`config.mk`:
```
export PLATFORM = sky130hd
export DESIGN_NAME = servo_slew_position_stepper
export DESIGN_NICKNAME = d
export VERILOG_FILES = /design/src/sv/ssps_pkg.sv /design/src/sv/ssps_div.sv /design/src/sv/ssps_dp.sv /design/src/sv/ssps_ctrl.sv /design/src/sv/servo_slew_position_stepper.sv
export VERILOG_INCLUDE_DIRS = /design/src /design/src/sv
export SDC_FILE = /design/constraint.sdc
export NUM_CORES = 1
export LEC_CHECK = 0
export BUFFER_PORTS_ARGS = -buffer_cell sky130_fd_sc_hd__buf_2
export CORE_UTILIZATION = 25
export CTS_BUF_LIST = sky130_fd_sc_hd__clkbuf_4
export DETAILED_ROUTE_END_ITERATION = 8
export GPL_ROUTABILITY_DRIVEN = 0
export PLACE_DENSITY = 0.51
export SLEW_MARGIN = 10
export SYNTH_ARGS = -nofsm -noshare
export SYNTH_HDL_FRONTEND = slang
export SYNTH_HIERARCHICAL = 1
export SYNTH_SLANG_ARGS = --single-unit
```
`constraint.sdc`:
```
create_clock -name clk -period 13.39 [get_ports clk]
set_input_delay 2.0085 -clock clk [delete_from_list [all_inputs] [get_ports clk]]
set_output_delay 2.0085 -clock clk [all_outputs]
set_load 0.03 [all_outputs]
```
`src/sv/assert_macros.svh`:
```
// Assertion macros shared by the servo slew stepper RTL.
`ifndef ASSERT_MACROS_SVH
`define ASSERT_MACROS_SVH

// Property that holds whenever the antecedent holds, same cycle.
`define ASSERT_IMPL(label, clk, rst_n, ante, cons, msg) \
    label: assert property (@(posedge clk) disable iff (!rst_n) (ante) |-> (cons)) \
        else $error(msg);

// Property whose consequent must hold in the cycle after the antecedent.
`define ASSERT_NEXT(label, clk, rst_n, ante, cons, msg) \
    label: assert property (@(posedge clk) disable iff (!rst_n) (ante) |=> (cons)) \
        else $error(msg);

`endif

```
`src/sv/ssps_pkg.sv`:
```
// Shared types and constants of the servo slew stepper.
`default_nettype none

package ssps_pkg;

    // command codes carried in tuser
    localparam logic [2:0] OP_TICK     = 3'd0;
    localparam logic [2:0] OP_SET      = 3'd1;
    localparam logic [2:0] OP_MOVE_ABS = 3'd2;
    localparam logic [2:0] OP_MOVE_REL = 3'd3;
    localparam logic [2:0] OP_SPEED    = 3'd4;
    localparam logic [2:0] OP_STOP     = 3'd5;

    // register indexes, paddr[3:2]
    localparam logic [1:0] REG_STEP_INTERVAL = 2'd0;
    localparam logic [1:0] REG_LIMIT_HIGH    = 2'd1;
    localparam logic [1:0] REG_LIMIT_LOW     = 2'd2;

    localparam logic [15:0]       RESET_INTERVAL   = 16'd5;
    localparam logic signed [9:0] RESET_LIMIT_HIGH = 10'sd180;
    localparam logic signed [9:0] RESET_LIMIT_LOW  = -10'sd180;

    // speed mode: interval = 500 / |deg per s|
    localparam int          QW           = 9;
    localparam logic [8:0]  DIV_DIVIDEND = 9'd500;
    localparam logic [16:0] SPEED_MAX    = 17'd500;

    typedef struct packed {
        logic capture;
        logic div_start;
        logic exec;
        logic emit;
    } cmd_t;

    typedef struct packed {
        logic in_is_speed;
        logic div_busy;
        logic div_done;
        logic out_free;
    } status_t;

endpackage

`default_nettype wire

```
`src/sv/ssps_div.sv`:
```
// Restoring divider for the speed-mode step interval, one quotient bit per cycle.
`default_nettype none

module ssps_div
(
    input  wire logic                     clk,
    input  wire logic                     rst_n,
    input  wire logic                     start,
    input  wire logic [ssps_pkg::QW-1:0]  divisor,
    output logic                          busy,
    output logic                          done,
    output logic [ssps_pkg::QW-1:0]       quotient
);
    import ssps_pkg::*;

    localparam int CW = $clog2(QW);

    logic          busy_reg, busy_next;
    logic          done_reg, done_next;
    logic [CW-1:0] cnt_reg,  cnt_next;
    logic [QW-1:0] quo_reg,  quo_next;
    logic [QW-1:0] rem_reg,  rem_next;
    logic [QW-1:0] dvs_reg,  dvs_next;
    logic [QW:0]   shifted;
    logic [QW:0]   trial;

    assign shifted = {rem_reg, quo_reg[QW-1]};
    assign trial   = shifted - {1'b0, dvs_reg};

    always_comb
    begin
        busy_next = busy_reg;
        done_next = 1'b0;
        cnt_next  = cnt_reg;
        quo_next  = quo_reg;
        rem_next  = rem_reg;
        dvs_next  = dvs_reg;
        if (start)
        begin
            busy_next = 1'b1;
            cnt_next  = '0;
            quo_next  = DIV_DIVIDEND;
            rem_next  = '0;
            dvs_next  = divisor;
        end
        else if (busy_reg)
        begin
            // keep the remainder when the trial subtract goes negative
            if (!trial[QW])
            begin
                rem_next = trial[QW-1:0];
                quo_next = {quo_reg[QW-2:0], 1'b1};
            end
            else
            begin
                rem_next = shifted[QW-1:0];
                quo_next = {quo_reg[QW-2:0], 1'b0};
            end
            cnt_next = cnt_reg + CW'(1);
            if (cnt_reg == CW'(QW - 1))
            begin
                busy_next = 1'b0;
                done_next = 1'b1;
            end
        end
    end

    always_ff @(posedge clk or negedge rst_n)
    begin
        if (!rst_n)
        begin
            busy_reg <= 1'b0;
            done_reg <= 1'b0;
            cnt_reg  <= '0;
        end
        else
        begin
            busy_reg <= busy_next;
            done_reg <= done_next;
            cnt_reg  <= cnt_next;
        end
    end

    always_ff @(posedge clk)
    begin
        quo_reg <= quo_next;
        rem_reg <= rem_next;
        dvs_reg <= dvs_next;
    end

    assign busy     = busy_reg;
    assign done     = done_reg;
    assign quotient = quo_reg;

endmodule

`default_nettype wire

```
`src/sv/ssps_dp.sv`:
```
// Datapath: position state, step timer, command execution and result register.
`default_nettype none

module ssps_dp #(
    parameter int POS_WIDTH   = 11,
    parameter int TIMER_WIDTH = 16
)
(
    input  wire logic               clk,
    input  wire logic               rst_n,
    input  wire ssps_pkg::cmd_t     cmd,
    output ssps_pkg::status_t       status,
    input  wire logic [2:0]         in_op,
    input  wire logic [31:0]        in_data,
    input  wire logic [15:0]        step_interval_ms,
    input  wire logic signed [9:0]  limit_high,
    input  wire logic signed [9:0]  limit_low,
    output logic                    out_valid,
    input  wire logic               out_ready,
    output logic [31:0]             out_data
);
    import ssps_pkg::*;

    localparam int AIW = (TIMER_WIDTH > 16) ? TIMER_WIDTH : 16;
    localparam int EW  = TIMER_WIDTH + 1;
    localparam int CW  = AIW + 1;
    localparam int WW  = ((POS_WIDTH > 11) ? POS_WIDTH : 11) + 1;

    logic [2:0]                  op_reg;
    logic signed [10:0]          arg_reg;
    logic signed [15:0]          spd_reg;

    logic signed [POS_WIDTH-1:0] cur_reg;
    logic signed [POS_WIDTH-1:0] goal_reg;
    logic [AIW-1:0]              ival_reg;
    logic [EW-1:0]               elapsed_reg;
    logic                        posmode_reg;
    logic                        dirup_reg;
    logic                        wrote_reg;
    logic                        out_valid_reg;
    logic [31:0]                 out_data_reg;

    logic signed [WW-1:0]        cur_w, goal_w, arg_w, lh_w, ll_w;
    logic signed [WW-1:0]        np, mv_raw, clamp_hi, clamp_lo;
    logic signed [POS_WIDTH-1:0] goal_new;
    logic                        moving, up, np_ok, set_ok, step_due;
    logic [EW-1:0]               el_inc;
    logic [CW-1:0]               el_cmp, ival_p1;
    logic signed [16:0]          spd_x;
    logic [16:0]                 spd_abs;
    logic                        spd_none;
    logic                        div_busy, div_done;
    logic [QW-1:0]               quo;
    logic [QW+TIMER_WIDTH-1:0]   quo_wide;
    logic [AIW-1:0]              ival_spd;

    assign cur_w  = {{(WW-POS_WIDTH){cur_reg[POS_WIDTH-1]}}, cur_reg};
    assign goal_w = {{(WW-POS_WIDTH){goal_reg[POS_WIDTH-1]}}, goal_reg};
    assign arg_w  = {{(WW-11){arg_reg[10]}}, arg_reg};
    assign lh_w   = {{(WW-10){limit_high[9]}}, limit_high};
    assign ll_w   = {{(WW-10){limit_low[9]}}, limit_low};

    assign moving = posmode_reg ? (cur_reg != goal_reg) : (ival_reg != '0);

    // tick: saturating timer, half-degree step once interval+1 ticks have passed
    assign el_inc   = (&elapsed_reg) ? elapsed_reg : elapsed_reg + EW'(1);
    assign el_cmp   = CW'(el_inc);
    assign ival_p1  = CW'(ival_reg) + CW'(1);
    assign step_due = (ival_reg != '0) && moving && (el_cmp >= ival_p1);
    assign up       = posmode_reg ? (goal_w > cur_w) : dirup_reg;
    assign np       = up ? cur_w + WW'(1) : cur_w - WW'(1);
    assign np_ok    = !(np > lh_w || np < ll_w);
    assign set_ok   = !(arg_w > lh_w || arg_w < ll_w);

    // moves: clamp to the high limit first, then the low one
    assign mv_raw   = (op_reg == OP_MOVE_REL) ? arg_w + cur_w : arg_w;
    assign clamp_hi = (mv_raw > lh_w) ? lh_w : mv_raw;
    assign clamp_lo = (clamp_hi < ll_w) ? ll_w : clamp_hi;
    assign goal_new = clamp_lo[POS_WIDTH-1:0];

    assign spd_x    = {spd_reg[15], spd_reg};
    assign spd_abs  = spd_x[16] ? 17'(-spd_x) : 17'(spd_x);
    assign spd_none = (spd_abs == '0) || (spd_abs > SPEED_MAX);
    assign quo_wide = {{TIMER_WIDTH{1'b0}}, quo};
    assign ival_spd = AIW'(quo_wide[TIMER_WIDTH-1:0]);

    ssps_div u_div
    (
        .clk      (clk),
        .rst_n    (rst_n),
        .start    (cmd.div_start),
        .divisor  (spd_abs[QW-1:0]),
        .busy     (div_busy),
        .done     (div_done),
        .quotient (quo)
    );

    always_ff @(posedge clk)
    begin
        if (cmd.capture)
        begin
            op_reg  <= in_op;
            arg_reg <= in_data[10:0];
            spd_reg <= in_data[26:11];
        end
    end

    always_ff @(posedge clk or negedge rst_n)
    begin
        if (!rst_n)
        begin
            cur_reg     <= '0;
            goal_reg    <= '0;
            ival_reg    <= AIW'(RESET_INTERVAL);
            elapsed_reg <= '0;
            posmode_reg <= 1'b1;
            dirup_reg   <= 1'b0;
            wrote_reg   <= 1'b0;
        end
        else if (cmd.exec)
        begin
            wrote_reg <= ((op_reg == OP_TICK) && step_due && np_ok) ||
                         ((op_reg == OP_SET) && set_ok);
            unique case (op_reg)
                OP_TICK:
                begin
                    elapsed_reg <= step_due ? '0 : el_inc;
                    if (step_due && np_ok)
                    begin
                        cur_reg <= np[POS_WIDTH-1:0];
                    end
                end
                OP_SET:
                begin
                    if (set_ok)
                    begin
                        cur_reg <= arg_w[POS_WIDTH-1:0];
                    end
                end
                OP_MOVE_ABS, OP_MOVE_REL:
                begin
                    posmode_reg <= 1'b1;
                    ival_reg    <= AIW'(step_interval_ms);
                    if (step_interval_ms != '0)
                    begin
                        elapsed_reg <= '0;
                        goal_reg    <= goal_new;
                        dirup_reg   <= goal_new > cur_reg;
                    end
                end
                OP_SPEED:
                begin
                    posmode_reg <= 1'b0;
                    dirup_reg   <= !spd_reg[15] && (spd_reg != '0);
                    ival_reg    <= spd_none ? '0 : ival_spd;
                    elapsed_reg <= '0;
                end
                OP_STOP:
                begin
                    goal_reg    <= cur_reg;
                    posmode_reg <= 1'b1;
                end
                default:
                begin
                end
            endcase
        end
    end

    // result register parts the output handshake from the execution
    always_ff @(posedge clk or negedge rst_n)
    begin
        if (!rst_n)
        begin
            out_valid_reg <= 1'b0;
        end
        else if (cmd.emit)
        begin
            out_valid_reg <= 1'b1;
        end
        else if (out_ready)
        begin
            out_valid_reg <= 1'b0;
        end
    end

    always_ff @(posedge clk)
    begin
        if (cmd.emit)
        begin
            out_data_reg <= {7'b0, wrote_reg, (cur_reg == '0), !posmode_reg, dirup_reg,
                             moving, goal_w[9:0], cur_w[9:0]};
        end
    end

    assign status.in_is_speed = (in_op == OP_SPEED);
    assign status.div_busy    = div_busy;
    assign status.div_done    = div_done;
    assign status.out_free    = !out_valid_reg || out_ready;

    assign out_valid = out_valid_reg;
    assign out_data  = out_data_reg;

endmodule

`default_nettype wire

```
`src/sv/ssps_ctrl.sv`:
```
// Controller state machine: sequences accept, divide, execute and result load.
`default_nettype none
`include "assert_macros.svh"

module ssps_ctrl
(
    input  wire logic               clk,
    input  wire logic               rst_n,
    input  wire logic               in_valid,
    output logic                    in_ready,
    input  wire ssps_pkg::status_t  status,
    output ssps_pkg::cmd_t          cmd
);
    import ssps_pkg::*;

    localparam logic [2:0] S_IDLE  = 3'd0;
    localparam logic [2:0] S_START = 3'd1;
    localparam logic [2:0] S_DIV   = 3'd2;
    localparam logic [2:0] S_EXEC  = 3'd3;
    localparam logic [2:0] S_EMIT  = 3'd4;

    logic [2:0] state_reg, state_next;

    always_comb
    begin
        state_next = state_reg;
        unique case (state_reg)
            S_IDLE:
            begin
                if (in_valid)
                begin
                    state_next = status.in_is_speed ? S_START : S_EXEC;
                end
            end
            S_START:
            begin
                state_next = S_DIV;
            end
            S_DIV:
            begin
                if (status.div_done)
                begin
                    state_next = S_EXEC;
                end
            end
            S_EXEC:
            begin
                state_next = S_EMIT;
            end
            S_EMIT:
            begin
                // hold until the result register is free
                if (status.out_free)
                begin
                    state_next = S_IDLE;
                end
            end
            default:
            begin
                state_next = S_IDLE;
            end
        endcase
    end

    always_ff @(posedge clk or negedge rst_n)
    begin
        if (!rst_n)
        begin
            state_reg <= S_IDLE;
        end
        else
        begin
            state_reg <= state_next;
        end
    end

    assign in_ready      = (state_reg == S_IDLE);
    assign cmd.capture   = (state_reg == S_IDLE) && in_valid;
    assign cmd.div_start = (state_reg == S_START);
    assign cmd.exec      = (state_reg == S_EXEC);
    assign cmd.emit      = (state_reg == S_EMIT) && status.out_free;

    `ASSERT_NEXT(a_speed_starts_div, clk, rst_n, cmd.capture && status.in_is_speed,
                 cmd.div_start, "speed command did not start the divider")
    `ASSERT_IMPL(a_exec_after_div, clk, rst_n, cmd.exec, !status.div_busy,
                 "command executed while the divider is busy")
    `ASSERT_IMPL(a_done_in_div, clk, rst_n, status.div_done, state_reg == S_DIV,
                 "divider finished outside the divide state")

endmodule

`default_nettype wire

```
`src/sv/servo_slew_position_stepper.sv`:
```
// Top level: configuration registers, controller and datapath of the servo slew stepper.
`default_nettype none

// Servo slew stepper in half-degree units. Each s-side transfer is a 1 ms tick or a
// command (tuser: tick, set, move absolute, move relative, speed, stop) and yields
// exactly one m-side transfer with position, target and status flags after the item
// is applied. An item goes through execute and emit into the free result register; a
// speed command first waits on the nine-step restoring divider forming 500/|speed|.
// A finished result waits in its own register, so the next item is accepted while it
// is still pending. Write registers over APB only while the block is idle.
module servo_slew_position_stepper #(
    parameter int POS_WIDTH   = 11,
    parameter int TIMER_WIDTH = 16
)
(
    input  wire logic        clk,
    input  wire logic        rst_n,
    // APB configuration port
    input  wire logic        psel,
    input  wire logic        penable,
    input  wire logic        pwrite,
    input  wire logic [3:0]  paddr,
    input  wire logic [31:0] pwdata,
    output logic [31:0]      prdata,
    output logic             pready,
    // input stream
    input  wire logic        s_tvalid,
    output logic             s_tready,
    input  wire logic [31:0] s_tdata,   // angle_arg[10:0], speed_dps[26:11], zero fill
    input  wire logic [2:0]  s_tuser,   // op[2:0]
    // result stream
    output logic             m_tvalid,
    input  wire logic        m_tready,
    output logic [31:0]      m_tdata    // position[9:0], target[19:10], moving[20],
                                        // direction_up[21], speed_mode[22], at_home[23],
                                        // servo_write[24], zero fill
);
    import ssps_pkg::*;

    logic [15:0]       step_interval_reg;
    logic signed [9:0] limit_high_reg;
    logic signed [9:0] limit_low_reg;
    logic              wr_en;
    cmd_t              cmd;
    status_t           status;

    assign pready = 1'b1;
    assign wr_en  = psel && penable && pwrite && pready;

    always_ff @(posedge clk or negedge rst_n)
    begin
        if (!rst_n)
        begin
            step_interval_reg <= RESET_INTERVAL;
            limit_high_reg    <= RESET_LIMIT_HIGH;
            limit_low_reg     <= RESET_LIMIT_LOW;
        end
        else if (wr_en)
        begin
            unique case (paddr[3:2])
                REG_STEP_INTERVAL: step_interval_reg <= pwdata[15:0];
                REG_LIMIT_HIGH:    limit_high_reg    <= pwdata[9:0];
                REG_LIMIT_LOW:     limit_low_reg     <= pwdata[9:0];
                default:
                begin
                end
            endcase
        end
    end

    always_comb
    begin
        unique case (paddr[3:2])
            REG_STEP_INTERVAL: prdata = {16'b0, step_interval_reg};
            REG_LIMIT_HIGH:    prdata = {{22{limit_high_reg[9]}}, limit_high_reg};
            REG_LIMIT_LOW:     prdata = {{22{limit_low_reg[9]}}, limit_low_reg};
            default:           prdata = '0;
        endcase
    end

    ssps_ctrl u_ctrl
    (
        .clk      (clk),
        .rst_n    (rst_n),
        .in_valid (s_tvalid),
        .in_ready (s_tready),
        .status   (status),
        .cmd      (cmd)
    );

    ssps_dp #(
        .POS_WIDTH   (POS_WIDTH),
        .TIMER_WIDTH (TIMER_WIDTH)
    ) u_dp
    (
        .clk              (clk),
        .rst_n            (rst_n),
        .cmd              (cmd),
        .status           (status),
        .in_op            (s_tuser),
        .in_data          (s_tdata),
        .step_interval_ms (step_interval_reg),
        .limit_high       (limit_high_reg),
        .limit_low        (limit_low_reg),
        .out_valid        (m_tvalid),
        .out_ready        (m_tready),
        .out_data         (m_tdata)
    );

endmodule

`default_nettype wire

```
==> results.md, run 1 <==
* Slowest stage cell on the critical path: dfrtp_1
* Crit. End Element: flop
* Busiest grt layer: met2
* Crit Path Class: reg2reg
* Critical R2R Capture: u_dp/dirup_reg
* Endpoints failing setup at 0
* Number of synthesis warnings at 6
* CTS Buf Count at 17
* Max VDD drop at 65.5 uV
* Lkg Pwr at 6.45 nW
* Slew HR at 17.5%
* Max-cap violations at 0
* Latest clock arrival within the worst-skew pair at 0.66 ns
* GR Util met1 at 19.8%
* Internal Pwr Total at 1.62 mW
* WHS Endpoint: u_dp/out_data[10]
* Die Wd at 231 um
* Sum Neg Setup Slack at 0 ns
* Longest Clk Path Bufs at 2
* Hold Vio Cnt, Final at 0
* Die ar. at 53300 um^2
* First-pass DRT Iterations at 5
* Min-delay src: u_dp/goal_reg[0]
* Post-route ant nets at 0
* Area grow syn2layout at 11.0%
* Sequential power share at 31.4%
* Sw Pwr at 1.50 mW
* # hold bufs at CTS at 0
* Most frequent cells in the layout: 142 x ha_1, 112 x buf_2, 109 x nand2_1, 90 x dfrtp_1, 77 x o21ai_0
* Via density at 4.88
* Fin crit share at 64.6%
* Clock share of power at 10.6%
* Post-layout instance area at 14500 um^2
* GR Util met3 at 2.36%
* Share of layout cells above drive strength 1 at 17.6%
* Worst r2r path cells at 31
* Commonest non-fill, non-tap cell in the layout: ha_1
* Total GRT Usage at 14.4%
* Worst-path clk slew at 0.17 ns
* DP Wirelength at 29700 um
* Reg-to-reg startpoint: u_dp/cur_reg[1]
* Mapped Area at 13100 um^2
* CP startpoint kind: flop
* Die height at 231 um
* Routed wire length per instance at 18.1 um
* Clk sinks at 186
* Syn Area/Cell at 9.98 um^2
* Pwr Density at 214 nW/um^2
* CTS tree: done
* FF/Latch Area at 4900 um^2
* Power share of the combinational group at 58.0%
* Fill cell count at 5445
* Skew final at 0.0300 ns
* CTS Root Cell: clkbuf_4
* IO Pins at 145
* Final Slew Violations at 0
* Sw frac at 48.1%
* H-Tree Depth at 4
* Initial Util at 25.4%
* Hold Path Stages at 0
* Post CTS Setup Buffer Count at 0
* Count of buffers from port buffering at 113
* Slew @ Worst Pin at 1.23 ns
* Met2 Use GR at 23.0%
* Cell Area, Placed at 14200 um^2
* Cells after Synth at 1312
* Minimum clock period at 8.65 ns
* CP max stage delay at 0.71 ns
* RSZ-0062 raised after global routing: false
* Max FFs per register at 25
* Status: completed
* CTS resizes at 0
* Multi-input logic area at 7540 um^2
* Row Count at 83
* Initial antenna violation count at 4
* Drt drc at 0
* Final core occ at 28.2%
* Worst Path Max Fanout at 18
* Fin nets at 1623
* Vias in the first global route at 10000
* Core box area at 51500 um^2
* Min-Delay Path Class: reg2reg
* Vias at 10200
* R2R Setup Slk at 4.74 ns
* Gr ovfl total at 0
* Fmax at 0.116 GHz
* Number of DRC markers in iteration 0 at 775
* Arrival time worst endpoint at 9.21 ns
* DRT Wirelength at 37900 um
* Largest net degree at the start of global routing at 71
* Required time of the critical path at 13.95 ns
* Global-route wire length before repair at 58900 um
==> worst max-delay path by stage <==
| stage | from | endpoint | cells after the start |
|---|---|---|---|
| finish | u_dp/cur_reg[1] | u_dp/dirup_reg | 31 |
| global route | u_dp/cur_reg[1] | u_dp/dirup_reg | 30 |
| CTS | u_dp/cur_reg[1] | u_dp/dirup_reg | 31 |
| detailed placement | u_dp/cur_reg[1] | u_dp/dirup_reg | 31 |
| global placement | u_dp/cur_reg[1] | u_dp/dirup_reg | 31 |
| floorplan | u_dp/arg_reg[4] | u_dp/dirup_reg | 32 |
==> critical path, delay by kind of cell (launching register included) <==
kind            cells  cell delay [ns]
simple gates        4             1.00
flops               1             0.71
compound gates     22             5.06
fa+ha+maj           4             1.35
mux                 1             0.44
==> power groups by stage <==
stage | clock network, mW | registers (mW) | logic, mW
floorplan | 0 | 0.894 | 1.38
global placement | 0 | 0.985 | 1.75
detailed placement | 0 | 0.989 | 1.79
CTS | 0.346 | 0.976 | 1.80
global route | 0.370 | 1.00 | 2.02
finish | 0.331 | 0.978 | 1.81
==> layer usage <==
layer  share of wire, %  vias up  routed length, um
li1                   -     5021                  -
met1                 48     4923              18300
met2                 45      229              17100
met3                4.3       42               1630
met4                2.1        0                813
met5                  0        -                  0
==> per-stage QoR <==
step | setup slack (ns) | hold slack (ns) | total power [mW] | std cells
after floorplan | 6.16 | 0.425 | 2.28 | 1318
after global placement | 4.83 | 0.433 | 2.73 | 2060
after detailed placement | 4.83 | 0.433 | 2.77 | 2060
after CTS | 4.81 | 0.472 | 3.12 | 2092
after global routing | 4.20 | 0.506 | 3.39 | 2095
final | 4.74 | 0.470 | 3.11 | 2095
==> cell type report <==
class / count / share of cell area (%)
Clock inverter: 15 / 1.18
Timing Repair Buffer: 124 / 4.48
Inverter: 76 / 1.96
Clock buffer: 17 / 0.878
Antenna cell: 2 / 0.0344
Sequential cell: 186 / 33.7
Tap cell: 680 / 5.86
Multi-Input combinational cell: 995 / 51.9
Note: power is estimated with default switching activity, not from simulation.
==> run 2, diff against run 1 <==
==> constraint.sdc (replaced) <==
create_clock -name clk -period 8.35 [get_ports clk]
set_input_delay 1.2525 -clock clk [delete_from_list [all_inputs] [get_ports clk]]
set_output_delay 1.2525 -clock clk [all_outputs]
set_load 0.03 [all_outputs]
==> results.md, run 2 (same netlist as run 1, synthesis figures left out) <==
* CTS Root Cell: clkbuf_4
* Lkg Pwr at 6.49 nW
* Required time of the critical path at 8.94 ns
* Vias at 10300
* Largest net degree at the start of global routing at 64
* Slowest stage cell on the critical path: edfxtp_1
* Die height at 231 um
* Final core occ at 28.4%
* DRT Wirelength at 38000 um
* Crit Path Class: reg2reg
* First-pass DRT Iterations at 5
* DP Wirelength at 29800 um
* Fmax at 0.129 GHz
* CP max stage delay at 0.54 ns
* Initial Util at 25.4%
* Pwr Density at 345 nW/um^2
* Slew @ Worst Pin at 1.17 ns
* CTS tree: done
* Final Slew Violations at 0
* Worst-path clk slew at 0.17 ns
* Drt drc at 0
* Crit. End Element: flop
* Endpoints failing setup at 0
* Max FFs per register at 25
* Skew final at 0.0373 ns
* Minimum clock period at 7.75 ns
* Global-route wire length before repair at 58700 um
* Fin cells at 2101
* H-Tree Depth at 4
* Share of layout cells above drive strength 1 at 18.1%
* Core box area at 51500 um^2
* Count of buffers from port buffering at 113
* Max-cap violations at 0
* Sum Neg Setup Slack at 0 ns
* Latest clock arrival within the worst-skew pair at 0.69 ns
* Row Count at 83
* Number of DRC markers in iteration 0 at 614
* Gr ovfl total at 0
* Arrival time worst endpoint at 8.34 ns
* Slew HR at 21.9%
* Longest Clk Path Bufs at 2
* CP startpoint kind: flop
* Worst slack, placed at 0.335 ns
* Via density at 4.90
* Area grow syn2layout at 11.6%
* Routed wire length per instance at 18.1 um
* Most frequent cells in the layout: 142 x ha_1, 112 x buf_2, 109 x nand2_1, 89 x dfrtp_1
* Fin crit share at 92.9%
* Hold Vio Cnt, Final at 0
* Worst Path Max Fanout at 17
* Placed Cells incl. Taps at 2067
* Post CTS Setup Buffer Count at 0
* Max VDD drop at 111 uV
* Commonest non-fill, non-tap cell in the layout: ha_1
* Clk sinks at 186
* Worst setup margin at 0.596 ns
* Die ar. at 53300 um^2
* IO Pins at 145
* Min-Delay Path Class: reg2reg
* CP top delay family: compound AO/OA/AOI/OAI gates
* Status: completed
* Fin nets at 1629
* Post-route ant nets at 0
* Die Wd at 231 um
* RSZ-0062 raised after global routing: false
* Initial antenna violation count at 2
* Total GRT Usage at 14.4%
* CP bufs+invs at 2
* CTS Buf Count at 17
* Fill cell count at 5467
* Vias in the first global route at 9899
-- run 2: cell types whose count changed in the layout (fill, tap and decap cells not counted), sizes merged --
cell    before  now
buf        124  130
clkinv       6    4
bufinv       0    1
clkbuf      17   18
-- run 2: layout make-up --
class	count	area [um^2]	area share [%]
Tap cell	680	851	5.82
Timing Repair Buffer	130	696	4.76
Clock buffer	18	135	0.925
Sequential cell	186	4900	33.6
Clock inverter	14	190	1.30
Multi-Input combinational cell	995	7540	51.6
Antenna cell	2	5.00	0.0343
Inverter	76	285	1.95
-- run 2: worst paths after layout --
check | end | slack [ns] | depth (start not counted) | start
worst max-delay path | u_dp/dirup_reg | 0.60 | 32 | u_dp/arg_reg[4]
worst min-delay path | u_dp/out_data[24] | 0.48 | 0 | u_dp/wrote_reg
worst max register to register | u_dp/dirup_reg | 0.60 | 32 | u_dp/arg_reg[4]
worst min register to register | u_dp/out_data[24] | 0.48 | 0 | u_dp/wrote_reg
max in group asynchronous | limit_high_reg[0] | 6.50 | 2 | rst_n
min in group asynchronous | u_dp/cur_reg[6] | 0.55 | 1 | rst_n
-- run 2: stage by stage --
step	hold WS (ns)	power (mW)	cell area [um^2]
global placement	0.436	4.39	14300
CTS	0.484	5.05	14600
floorplan	0.425	3.65	13100
finish	0.480	5.04	14600
global route	0.494	5.49	14600
detailed placement	0.436	4.45	14300
-- run 2: metal layers --
layer  vias to the layer above  track usage (%)  share of wire [%]
li1                       5030                -                  -
met1                      5022             20.5                 50
met2                       203             22.5                 45
met3                        34             2.08                3.4
met4                         0             4.39                1.7
met5                         -                0                  0
-- run 2: where the power goes --
part	total [mW]	leakage, nW	internal (mW)	switching [mW]
sequential	1.55	2.04	1.22	0.334
clock	0.567	0.170	0.176	0.391
combinational	2.91	4.28	1.25	1.67
total	5.04	6.49	2.64	2.39
-- run 2: repair_timing --
action	in CTS	in global routing
hold buffers	0	0
endpoints found under the setup margin	0	1
resized for setup	0	4
==> run 3, diff against run 2 <==
--- a/config.mk
+++ b/config.mk
@@ -6,14 +6,13 @@
 export SDC_FILE = /design/constraint.sdc
 export NUM_CORES = 1
 export LEC_CHECK = 0
-export BUFFER_PORTS_ARGS = -buffer_cell sky130_fd_sc_hd__buf_2
 export CORE_UTILIZATION = 25
 export CTS_BUF_LIST = sky130_fd_sc_hd__clkbuf_4
 export DETAILED_ROUTE_END_ITERATION = 8
+export DONT_BUFFER_PORTS = 1
 export GPL_ROUTABILITY_DRIVEN = 0
-export PLACE_DENSITY = 0.51
+export PLACE_DENSITY = 0.48
 export SLEW_MARGIN = 10
 export SYNTH_ARGS = -nofsm -noshare
 export SYNTH_HDL_FRONTEND = slang
-export SYNTH_HIERARCHICAL = 1
 export SYNTH_SLANG_ARGS = --single-unit
==> results.md, run 3 <==
* Slowest stage cell on the critical path: o21ai_0
* Post-route ant nets at 0
* Post CTS Setup Buffer Count at 0
* Largest family of logic cells by synthesized area: compound AO/OA/AOI/OAI gates
* Worst r2r path cells at 27
* Status: completed
* Power share of the combinational group at 59.5%
* CTS resizes at 0
* Post-synthesis mux area share at 6.37%
* IO Pins at 145
* Total GRT Usage at 14.4%
* Number of flops mapped to enable cells by yosys at 64
* Sw Pwr at 2.46 mW
* Share of layout cells above drive strength 1 at 9.01%
* Most frequent cells in the layout: 151 x nand2_1, 142 x ha_1, 92 x inv_1, 90 x dfrtp_1, 80 x o21ai_0
* Largest net degree at the start of global routing at 105
* Worst Path Max Fanout at 9
* Max FFs per register at 25
* Endpoints failing setup at 0
* Die height at 228 um
* Commonest cells post-synth: 151 x nand2_1, 142 x ha_1, 92 x inv_1
* Die Wd at 228 um
* Adder-Cell Fraction of Synth Area at 14.4%
* Reg-to-reg startpoint: u_dp.arg_reg[0]
* Worst-path clk slew at 0.18 ns
* Latest clock arrival within the worst-skew pair at 0.68 ns
* Ys flop type: dfrtp_1
* DP Wirelength at 28700 um
* Main area contributors after synthesis: dfrtp_1 18%, edfxtp_1 15%, ha_1 14%
* Clk sinks at 186
* Post-synthesis sequential area ratio at 38.4%
* Clock share of power at 11.3%
* Die ar. at 51900 um^2
* Critical R2R Capture: u_dp.dirup_reg
* Fmax at 0.126 GHz
* Critical Path Most Common Cell: ha_1
* DRT Wirelength at 36800 um
* Placed Cells incl. Taps at 1972
* Slew @ Worst Pin at 1.20 ns
* Initial antenna violation count at 2
* Mapped Area at 12800 um^2
* Total chip power at 5.14 mW
* Required time of the critical path at 8.95 ns
* Critical path endpoint: u_dp.dirup_reg
* Max VDD drop at 153 uV
* Synth Area in XOR/XNOR at 4.19%
* Global-route wire length before repair at 57900 um
* Number of synthesis warnings at 0
* Most common cell in the netlist: nand2_1
* Fill cell count at 5381
* # hold bufs at CTS at 0
* Post-synth top area share at 17.7%
* Fin nets at 1542
* Internal Pwr Total at 2.68 mW
* CP max stage delay at 0.59 ns
* RSZ-0062 raised after global routing: false
* Top cell type by total area after synthesis: dfrtp_1
* Syn Area/Cell at 9.56 um^2
* First-pass DRT Iterations at 5
* Max-cap violations at 0
* Vias in the first global route at 9753
* CP startpoint kind: flop
* Area grow syn2layout at 8.57%
* Count of buffers from port buffering at 0
* CTS tree: done
* Fin crit share at 95.1%
* FF+latch count, synth at 186
* Drt drc at 0
* Core box area at 50300 um^2
* Gr ovfl total at 0
* Number of DRC markers in iteration 0 at 576
* Launch point of the critical path: u_dp.arg_reg[0]
* Routed wire length per instance at 18.3 um
* Pwr Density at 371 nW/um^2
* Arrival time worst endpoint at 8.54 ns
* Minimum clock period at 7.94 ns
* Asr flop ratio synth at 55.9%
* Sw frac at 47.8%
* Commonest non-fill, non-tap cell in the layout: nand2_1
* Slew HR at 19.4%
* Initial Util at 25.4%
* Longest Clk Path Bufs at 2
* Final Slew Violations at 0
* Compound-Gate Fraction of Synth Area at 16.1%
* CTS Buf Count at 17
* H-Tree Depth at 4
* Crit. End Element: flop
* Skew final at 0.0239 ns
* Sequential power share at 29.2%
* Post-synthesis simple-gate area fraction at 15.2%
* Min-Delay Path Class: in2async
* Cell variety after synth at 81
* Cells after Synth at 1334
* CTS Root Cell: clkbuf_4
* Final core occ at 27.6%
* Fin cells at 2008
* Sum Neg Setup Slack at 0 ns
* Vias at 9821
* R2R Setup Slk at 0.41 ns
* Hold Vio Cnt, Final at 0
* Lkg Pwr at 5.81 nW
* Row Count at 82
* Crit Path Class: reg2reg
* Via density at 4.89
[run 3: routing by layer]
layer | global-route usage (%) | vias up | share of wire, %
met2 | 25.3 | 177 | 50
met1 | 17.5 | 4753 | 43
met5 | 0 | - | 0
li1 | - | 4837 | -
met4 | 5.87 | 0 | 3.3
met3 | 2.36 | 54 | 3.4
[run 3: kinds of logic after synthesis]
family,after synthesis
and+or+nand+nor,399
other,2
buffers and inverters,154
AOI/OAI and AO/OA,311
DFF,186
adders and majority gates,145
muxes,76
xor gates and xnor gates,61
[run 3: how the worst min path moves through the flow]
| stage | startpoint | slack, ns | cells after the start | endpoint |
|---|---|---|---|---|
| after detailed placement | u_dp.wrote_reg | 0.45 | 0 | u_dp.out_data[24] |
| after global routing | rst_n | 0.17 | 0 | u_dp.elapsed_reg[6] |
| after CTS | rst_n | 0.17 | 0 | u_dp.elapsed_reg[6] |
| final | rst_n | 0.24 | 0 | u_dp.elapsed_reg[6] |
| after floorplan | u_dp.wrote_reg | 0.42 | 0 | u_dp.out_data[24] |
| after global placement | u_dp.wrote_reg | 0.44 | 0 | u_dp.out_data[24] |
[run 3: power by group through the flow]
stage / Sequential (mW) / Combinational [mW] / Clock [mW]
after floorplan: 1.42 / 2.28 / 0
after detailed placement: 1.53 / 3.04 / 0
after CTS: 1.51 / 3.06 / 0.610
final: 1.50 / 3.06 / 0.581
after global routing: 1.54 / 3.46 / 0.639
after global placement: 1.52 / 2.96 / 0
[run 3: per-stage QoR]
stage / setup WS, ns / hold slack (ns) / area (um^2)
6_report: 0.409 / 0.236 / 13900
5_1_grt: 0.0597 / 0.165 / 13900
3_5_place_dp: 0.577 / 0.453 / 13500
3_3_place_gp: 0.661 / 0.439 / 13500
4_1_cts: 0.513 / 0.168 / 13800
2_1_floorplan: 1.61 / 0.425 / 12800
[run 3: critical path, delay by kind of cell, from the launching register on]
| kind | cells | cell delay (ns) |
|---|---|---|
| xor gates and xnor gates | 1 | 0.09 |
| muxes | 2 | 0.90 |
| adders and majority gates | 5 | 1.67 |
| AOI/OAI and AO/OA | 16 | 4.33 |
| and+or+nand+nor | 3 | 0.35 |
| DFF | 1 | 0.50 |
[run 3: area by class of cell]
class | count | area (um^2) | area share, %
multi-input cells | 1000 | 7230 | 52.2
well taps | 672 | 841 | 6.07
repair buffers | 22 | 190 | 1.37
clock inverters | 15 | 205 | 1.48
flip-flops and latches | 186 | 4900 | 35.4
clock buffers | 17 | 128 | 0.921
inverters | 92 | 345 | 2.49
diodes | 4 | 10.0 | 0.0723
